<file path="config.mk">
export PLATFORM = sky130hd
export DESIGN_NAME = mos_walk
export DESIGN_NICKNAME = d
export VERILOG_FILES = /design/src/rtl/core/mos_pkg.sv /design/src/rtl/core/mos_walk.sv
export SDC_FILE = /design/constraint.sdc
export NUM_CORES = 1
export LEC_CHECK = 0
export BUFFER_PORTS_ARGS = -buffer_cell sky130_fd_sc_hd__buf_2
export CELL_PAD_IN_SITES_DETAIL_PLACEMENT = 2
export CELL_PAD_IN_SITES_GLOBAL_PLACEMENT = 2
export CORE_UTILIZATION = 30
export DETAILED_ROUTE_END_ITERATION = 10
export HOLD_SLACK_MARGIN = 0.05
export PLACE_DENSITY_LB_ADDON = 0.1
export SYNTH_ARGS = -nofsm -noshare
export SYNTH_HDL_FRONTEND = slang
export SYNTH_SLANG_ARGS = --single-unit
export TNS_END_PERCENT = 1
</file>
<file path="constraint.sdc">
create_clock -name clock -period 4.3 [get_ports clock]
set_input_delay 0.86 -clock clock [delete_from_list [all_inputs] [get_ports clock]]
set_output_delay 0.86 -clock clock [all_outputs]
set_load 0.1 [all_outputs]
</file>
<file path="src/rtl/core/mos_pkg.sv">
// shared types and codes for the median-of-two-sorted-lists block
// no dependencies; imported by mos_walk, median_of_two_sorted_arrays, median_checker and tb_top
package mos_pkg;

   // action codes carried on the request tuser
   localparam logic [1:0] ACT_LOAD_FIRST  = 2'd0;
   localparam logic [1:0] ACT_LOAD_SECOND = 2'd1;
   localparam logic [1:0] ACT_COMPUTE     = 2'd2;

   localparam int unsigned VALUE_W  = 32;
   localparam int unsigned MEDIAN_W = 33;

   // walk sequencer states
   typedef enum logic [1:0] {
      WALK_IDLE,
      WALK_STEP,
      WALK_DONE
   } walk_state_type;

   // finished result handed from the walker to the output register
   typedef struct packed {
      logic                       valid;
      logic signed [MEDIAN_W-1:0] median;
      logic                       empty;
   } walk_result_type;

endpackage

</file>
<file path="src/rtl/core/mos_walk.sv">
// two-pointer walk sequencer with one shared signed compare unit
// depends on mos_pkg; drives the read addresses of both list stores
module mos_walk #(
   parameter int unsigned CNT_W  = 11,
   parameter int unsigned ADDR_W = 10
) (
   input  logic                         clock,
   input  logic                         reset,
   input  logic                         start,
   input  logic [CNT_W-1:0]             first_count,
   input  logic [CNT_W-1:0]             second_count,
   input  logic                         out_free,
   input  logic signed [31:0]           first_data,
   input  logic signed [31:0]           second_data,
   output logic [ADDR_W-1:0]            first_addr,
   output logic [ADDR_W-1:0]            second_addr,
   output logic                         idle,
   output mos_pkg::walk_result_type     result
);
   import mos_pkg::*;

   walk_state_type state_ff, state_in;

   logic [CNT_W-1:0]   i_ff, i_in;
   logic [CNT_W-1:0]   j_ff, j_in;
   logic [CNT_W-1:0]   k_ff, k_in;
   logic [CNT_W-1:0]   na_ff, nb_ff, target_ff;
   logic               odd_ff, empty_ff;
   logic signed [31:0] cur_ff, cur_in, prev_ff, prev_in;

   logic [CNT_W:0]     total;
   logic               take_first;
   logic               last_step;

   assign total     = {1'b0, first_count} + {1'b0, second_count};
   assign last_step = (k_ff == target_ff);

   // shared compare: pick the smaller head, second list on a tie
   always_comb begin
      priority if (i_ff >= na_ff) begin
         take_first = 1'b0;
      end else if (j_ff >= nb_ff) begin
         take_first = 1'b1;
      end else begin
         take_first = first_data < second_data;
      end
   end

   // next state
   always_comb begin
      state_in = state_ff;
      unique case (state_ff)
         WALK_IDLE: begin
            if (start) begin
               state_in = (total == '0) ? WALK_DONE : WALK_STEP;
            end
         end
         WALK_STEP: begin
            if (last_step) begin
               state_in = WALK_DONE;
            end
         end
         WALK_DONE: begin
            if (out_free) begin
               state_in = WALK_IDLE;
            end
         end
         default: state_in = WALK_IDLE;
      endcase
   end

   // pointer and value updates
   always_comb begin
      i_in    = i_ff;
      j_in    = j_ff;
      k_in    = k_ff;
      cur_in  = cur_ff;
      prev_in = prev_ff;
      unique case (state_ff)
         WALK_IDLE: begin
            i_in    = '0;
            j_in    = '0;
            k_in    = '0;
            cur_in  = '0;
            prev_in = '0;
         end
         WALK_STEP: begin
            prev_in = cur_ff;
            if (take_first) begin
               cur_in = first_data;
               i_in   = i_ff + 1'b1;
            end else begin
               cur_in = second_data;
               j_in   = j_ff + 1'b1;
            end
            k_in = k_ff + 1'b1;
         end
         WALK_DONE: begin
         end
         default: begin
         end
      endcase
   end

   // read addresses follow the next pointers so data is ready each step
   assign first_addr  = i_in[ADDR_W-1:0];
   assign second_addr = j_in[ADDR_W-1:0];
   assign idle        = (state_ff == WALK_IDLE);

   // result: zero when empty, twice the middle for odd totals, sum of middles for even
   always_comb begin
      result.valid  = (state_ff == WALK_DONE);
      result.empty  = empty_ff;
      if (empty_ff) begin
         result.median = '0;
      end else if (odd_ff) begin
         result.median = {cur_ff, 1'b0};
      end else begin
         result.median = {cur_ff[31], cur_ff} + {prev_ff[31], prev_ff};
      end
   end

   // control registers
   always_ff @(posedge clock) begin
      if (reset) begin
         state_ff <= WALK_IDLE;
      end else begin
         state_ff <= state_in;
      end
   end

   // walk registers
   always_ff @(posedge clock) begin
      i_ff    <= i_in;
      j_ff    <= j_in;
      k_ff    <= k_in;
      cur_ff  <= cur_in;
      prev_ff <= prev_in;
      if (state_ff == WALK_IDLE && start) begin
         na_ff     <= first_count;
         nb_ff     <= second_count;
         target_ff <= total[CNT_W:1];
         odd_ff    <= total[0];
         empty_ff  <= (total == '0);
      end
   end

endmodule

</file>
-- Yosys cells after proc, flatten, opt, wreduce, memory -nomap -nowiden
Cells that the tools add are included.
- add/sub/neg operators: 5
- order comparisons: 3
- equality and inequality tests: 8
- muxes and demuxes: 17
- reduce and logical (&&, ||, !) cells: 7
- operators with widths (cell ; number):
    $pmux W32 S2 ; 2
    $mux W33 ; 2
    $pmux W11 S2 ; 3
    $add A11 B1 Y11 const B ; 3
    $add A32 B32 Y33 ; 1
    $lt A32 B32 Y1 ; 1
    $mux W32 ; 1
    $ge A11 B11 Y1 ; 2
    $mux W11 ; 2
    $add A11 B11 Y12 ; 1
    $logic_not A12 Y1 ; 1
    $eq A11 B11 Y1 ; 1
    $ne A2 B2 Y1 const B ; 5
    $mux W2 ; 4
    $pmux W2 S3 ; 1
    $reduce_and A2 Y1 ; 2
    $reduce_and A3 Y1 ; 1
    $eq A2 B1 Y1 const B ; 1
    $eq A2 B2 Y1 const B ; 1
    $logic_not A2 Y1 ; 1
    $mux W1 ; 2
    $reduce_bool A2 Y1 ; 1
    $logic_and A1 B1 Y1 ; 1
- register bits: 134
- word-level logic and storage cells: 53

-- Logic depth before layout (Yosys ltp)
- depth in word-level cells: 5
- mapped depth: 14
- depth with buffers taken out: 11

-- Worst setup path before layout
No wires, ideal clock.
- kind: register to output
- from: register cur_ff[0]
- to: output result[31] (netlist bit)
- arrival time: 4.695 ns
- data required time: 3.440 ns
- setup slack: -1.255 ns
- stages on the path, launching flop included: 12
- path buffers: 0
- cell sequence: edfxtp_1 -> ha_1 -> fa_1 -> a211oi_2 -> o21ai_1 -> a41o_1 -> a31o_4 -> a31oi_4 -> o21ai_2 -> a221oi_2 -> xor2_1 -> o21ai_0
- RTL lines (item ; line ; source):
    start: declaration ; mos_walk.sv:29 ; logic signed [31:0] cur_ff, cur_in, prev_ff, prev_in;
    start signal: assignment ; mos_walk.sv:137 ; cur_ff <= cur_in;
    end: declaration ; mos_walk.sv:18 ; output mos_pkg::walk_result_type result

-- Worst setup path in the final report
- from: input second_data[23]
- to: output second_addr[4]
- cells in the longest elaborated chain, start to end: 5
- RTL lines (item ; line ; source):
    start: declaration ; mos_walk.sv:14 ; input logic signed [31:0] second_data,
    $lt A32 B32 Y1 ; mos_walk.sv:45 ; take_first = first_data < second_data;
    $mux W1 ; mos_walk.sv:42 ; end else if (j_ff >= nb_ff) begin
    $mux W1 ; mos_walk.sv:40 ; priority if (i_ff >= na_ff) begin
    $mux W11 ; mos_walk.sv:89 ; if (take_first) begin
    $pmux W11 S2 ; mos_walk.sv:79 ; unique case (state_ff)
    end: declaration ; mos_walk.sv:16 ; output logic [ADDR_W-1:0] second_addr,
No other way between the ends. The select of a mux whose other input is x is not followed.

==> Flow_metrics.wiki <==
{| class="wikitable"
! Metric !! Value
|-
| Main synth FF type || sky130_fd_sc_hd__edfxtp_1
|-
| Detailed Route WL || approximately 32 mm
|-
| Num Clock Sinks || 134
|-
| Final setup violation count || 24
|-
| Async set or reset register ratio after synthesis || 0%
|-
| Type of the worst setup path || in -> out
|-
| Flip-flop and latch count after synthesis || ~130
|-
| Actual transition at the worst max-transition pin || 1090 ps
|-
| Final Critical Period || around 4500 ps
|-
| Post-route clock skew || between 10 and 15 ps
|-
| I/O pin count || 146
|-
| Final Hold Violating Endpoints || 0
|-
| Max-cap violation count || 0
|-
| Detailed placement HPWL || between 20 and 25 mm
|-
| Root cell of the clock tree || sky130_fd_sc_hd__clkbuf_16
|-
| Tightest Hold Check Type || reg -> reg
|-
| Clock transition time at the flip-flop clock pins of the worst setup and hold paths || ~60 ps
|-
| Vias in the first global route || approximately 9k
|-
| Fin. max-slew vios || 0
|-
| Mapped Cells || 1007
|-
| Failing checks || negative setup slack
|-
| Non-filler cells in the finished layout || between 1.5k and 2k
|-
| Net total in the final layout || 1386
|-
| RSZ-0062 raised after global routing || yes
|-
| Number of buffers created by CTS || 17
|-
| Kind of capture point of the worst setup path || output pin
|-
| Via count || about 8.4k
|-
| Area of the core || between 0.03 and 0.04 sq mm
|-
| Placed Cells incl. Taps || ~1.6k
|-
| Maximum clock rate || 221 MHz
|-
| Maximum number of pins on one net before global-route repair || 77
|-
| H-Tree Depth || 4
|-
| Initial antenna violation count || 2
|-
| Fraction of final layout cells sized beyond drive strength 1 || between 20% and 30%
|-
| Routed length per instance || between 15 and 20 um
|-
| First-pass GRT wire length || around 50 mm
|-
| Setup ws final || -224 ps
|-
| Overall die area || 0.0329 sq mm
|-
| Avg Vias per Cell || between 5 and 6
|-
| Placement-stage worst setup slack || -426 ps
|-
| CP startpoint kind || primary input
|-
| Result of the run || complete, but fails checks
|-
| Final Cycle Share || 105%
|-
| Number of warnings printed during yosys synthesis || 0
|-
| Netlist area before placement || roughly 0.0096 sq mm
|-
| Syn Nets || approximately 1.2k
|-
| Required time at the endpoint of the critical path || 3440 ps
|-
| Power density normalized to cell area || just over 400 mW/mm^2
|-
| CTS tree || yes
|-
| Count of unique library cells instantiated by Yosys || 70
|-
| Post-Synthesis Mean Instance Area || roughly 9.6 sq um
|-
| Pleak || 5.72 nW
|-
| Maximum vdd drop || approximately 0.26 mV
|-
| Sequential-to-total area share from yosys stat || around two fifths
|-
| Die Span X || about 180 um
|-
| Number of buffers on the longest clock path || 2
|-
| Initial Utilization || a little under a third
|-
| Detailed Routing Iterations Pass 1 || 6
|-
| Worst slew slack as a fraction of its limit || between 20 and 30%
|-
| Height of the chip || 181 um
|-
| Starting DRT DRC Count || roughly 350
|-
| Clock insertion delay at the later pin of the skew report || 440 ps
|-
| GRT Util Overall || roughly a fifth
|-
| EDFF count, synth || around 110
|-
| Remaining global-route overflow || 0
|-
| Count of input and output buffers || 145
|-
| Hold-fix buffers at CTS || 0
|-
| Routability-driven placement congestion ratio || just over 0.8
|-
| Final routed DRC violation total || 0
|-
| Maximum fanout along the worst path || 8
|-
| Data arrival time at the worst-slack endpoint || about 3700 ps
|-
| Std cell rows || between 60 and 70
|-
| Layout overhead on the synthesized area || 32.6%
|-
| Count of antenna-violating nets left after detailed routing || 0
|}
[cells by family after synthesis]
logic type,after synthesis,synth area share (%)
AND/OR/NAND/NOR,336,17.1
AO/OA/AOI/OAI,220,15.8
flip-flops,134,39.4
buffers and inverters,128,5.97
adder cells (fa/ha/maj),101,13.3
XOR/XNOR,52,4.72
multiplexers,36,3.74
[placed cells by master, fill, tap and decap left out, types with 7 or more instances in the layout]
| master | netlist | routed |
|---|---|---|
| sky130_fd_sc_hd__xor2_1 | 21 | 20 |
| sky130_fd_sc_hd__xnor2_1 | 31 | 31 |
| sky130_fd_sc_hd__or3_1 | 10 | 9 |
| sky130_fd_sc_hd__nand2_1 | 76 | 73 |
| sky130_fd_sc_hd__o21a_1 | 7 | 7 |
| sky130_fd_sc_hd__buf_4 | 24 | 73 |
| sky130_fd_sc_hd__and3_1 | 16 | 16 |
| sky130_fd_sc_hd__ha_4 | 0 | 11 |
| sky130_fd_sc_hd__clkbuf_16 | 0 | 17 |
| sky130_fd_sc_hd__edfxtp_1 | 112 | 112 |
| sky130_fd_sc_hd__mux2i_1 | 36 | 36 |
| sky130_fd_sc_hd__buf_12 | 0 | 31 |
| sky130_fd_sc_hd__buf_6 | 0 | 7 |
| sky130_fd_sc_hd__and2_1 | 35 | 35 |
| sky130_fd_sc_hd__a21o_1 | 24 | 24 |
| sky130_fd_sc_hd__o21ai_1 | 4 | 11 |
| sky130_fd_sc_hd__or2_2 | 7 | 7 |
| sky130_fd_sc_hd__nand4_1 | 9 | 9 |
| sky130_fd_sc_hd__nor3_1 | 20 | 19 |
| sky130_fd_sc_hd__a21oi_1 | 55 | 53 |
| sky130_fd_sc_hd__nor2b_1 | 9 | 8 |
| sky130_fd_sc_hd__ha_1 | 99 | 86 |
| sky130_fd_sc_hd__inv_1 | 72 | 71 |
| sky130_fd_sc_hd__nor2_1 | 97 | 97 |
| sky130_fd_sc_hd__buf_2 | 4 | 111 |
| sky130_fd_sc_hd__nand3_1 | 30 | 27 |
| sky130_fd_sc_hd__o211ai_1 | 13 | 13 |
| sky130_fd_sc_hd__dfxtp_1 | 22 | 21 |
| sky130_fd_sc_hd__o21ai_0 | 41 | 28 |
[metrics by stage]
stage	util, %	total power [mW]	TNS [ps]	hold WS, ps	instance area [sq um]
floorplan	-	2.90	-5070	514	9670
global placement	36.5	3.41	-6370	580	11500
detailed placement	36.5	3.45	-6790	586	11500
CTS	39.9	5.25	-4070	610	12600
global route	40.4	5.49	-7580	610	12800
finish	40.4	5.24	-3360	606	12800
[report_power, final]
group	internal (mW)	total, mW	switching [mW]
Clock	1.07	1.69	0.615
Sequential	1.58	1.70	0.114
Combinational	0.646	1.86	1.21
[repair_timing]
action,4_1_cts,5_1_grt
cloned,1,0
endpoints found under the setup margin,38,37
setup buffers,10,7
resized for setup,61,24
pin swaps,36,15
[path summary, 6_finish.rpt]
check                               start                       end  slack (ps)  cells after the start
hold / removal    cur_ff[3]$_SDFFCE_PN0N_  prev_ff[3]$_SDFFCE_PN0N_         610                      1
setup reg to reg          j_ff[2]$_DFF_P_  cur_ff[26]$_SDFFCE_PN0N_         810                     12
hold reg to reg   cur_ff[3]$_SDFFCE_PN0N_  prev_ff[3]$_SDFFCE_PN0N_         610                      1
setup / recovery          second_data[23]            second_addr[4]        -220                     16
[worst max-delay path, cell delays in order]
cell	delay [ps]
sky130_fd_sc_hd__buf_2	90
sky130_fd_sc_hd__inv_1	60
sky130_fd_sc_hd__ha_4	260
sky130_fd_sc_hd__nand4_1	210
sky130_fd_sc_hd__nor3_4	230
sky130_fd_sc_hd__buf_4	140
sky130_fd_sc_hd__nand4_1	90
sky130_fd_sc_hd__o221ai_2	200
sky130_fd_sc_hd__and3_1	200
sky130_fd_sc_hd__nor3_2	50
sky130_fd_sc_hd__buf_4	170
sky130_fd_sc_hd__o21ai_4	330
sky130_fd_sc_hd__buf_6	190
sky130_fd_sc_hd__a21oi_1	70
sky130_fd_sc_hd__a221o_1	330
sky130_fd_sc_hd__buf_12	190
[metal layers]
layer | global-route usage, % | vias up | wire, um
li1 | - | 4025 | -
met1 | 24.5 | 4194 | 14200
met2 | 35.8 | 121 | 16700
met3 | 2.50 | 27 | 842
met4 | 5.73 | 0 | 420
met5 | 0 | - | 0
[area by class of cell]
| type | instances | area (sq um) |
|---|---|---|
| antenna | 2 | 5.00 |
| sequential | 134 | 3800 |
| tap | 402 | 503 |
| clock inverter | 12 | 199 |
| fill | 3385 | 18800 |
| inverter | 72 | 272 |
| multi-input combinational | 746 | 5720 |
| timing repair buffer | 224 | 1830 |
| clock buffer | 20 | 467 |
[cells in the mapped netlist (5+ instances only)]
master	number	area, sq um
sky130_fd_sc_hd__nor3_1	20	100
sky130_fd_sc_hd__inv_1	72	270
sky130_fd_sc_hd__or3_1	10	62.6
sky130_fd_sc_hd__ha_1	99	1240
sky130_fd_sc_hd__or2_2	7	43.8
sky130_fd_sc_hd__nand4_1	9	56.3
sky130_fd_sc_hd__o311ai_0	5	43.8
sky130_fd_sc_hd__o211ai_1	13	97.6
sky130_fd_sc_hd__nand2b_1	7	43.8
sky130_fd_sc_hd__xor2_1	21	184
sky130_fd_sc_hd__buf_4	24	180
sky130_fd_sc_hd__o21bai_1	6	45.0
sky130_fd_sc_hd__a21oi_1	55	275
sky130_fd_sc_hd__nor2b_1	9	56.3
sky130_fd_sc_hd__edfxtp_1	112	3360
sky130_fd_sc_hd__a31oi_1	6	37.5
sky130_fd_sc_hd__or4_1	5	37.5
sky130_fd_sc_hd__o21ai_0	41	205
sky130_fd_sc_hd__mux2i_1	36	360
sky130_fd_sc_hd__a21o_1	24	180
sky130_fd_sc_hd__a211oi_1	12	90.1
sky130_fd_sc_hd__clkbuf_1	25	93.8
sky130_fd_sc_hd__nand3_1	30	150
sky130_fd_sc_hd__o221ai_1	6	52.6
sky130_fd_sc_hd__dfxtp_1	22	440
sky130_fd_sc_hd__o21a_1	7	52.6
sky130_fd_sc_hd__and3_1	16	100
sky130_fd_sc_hd__xnor2_1	31	272
sky130_fd_sc_hd__nor2_1	97	364
sky130_fd_sc_hd__nand2_1	76	285
sky130_fd_sc_hd__and2_1	35	219
[flip-flops by register name (all words and copies together) (netlist names)]
| signal | cells |
|---|---|
| i_ff | 11 |
| k_ff | 11 |
| empty_ff | 1 |
| nb_ff | 11 |
| j_ff | 11 |
| odd_ff | 1 |
| target_ff | 11 |
| cur_ff | 32 |
| prev_ff | 32 |
| state_ff | 2 |
| na_ff | 11 |
No activity file was read; power rests on OpenSTA's default activity.
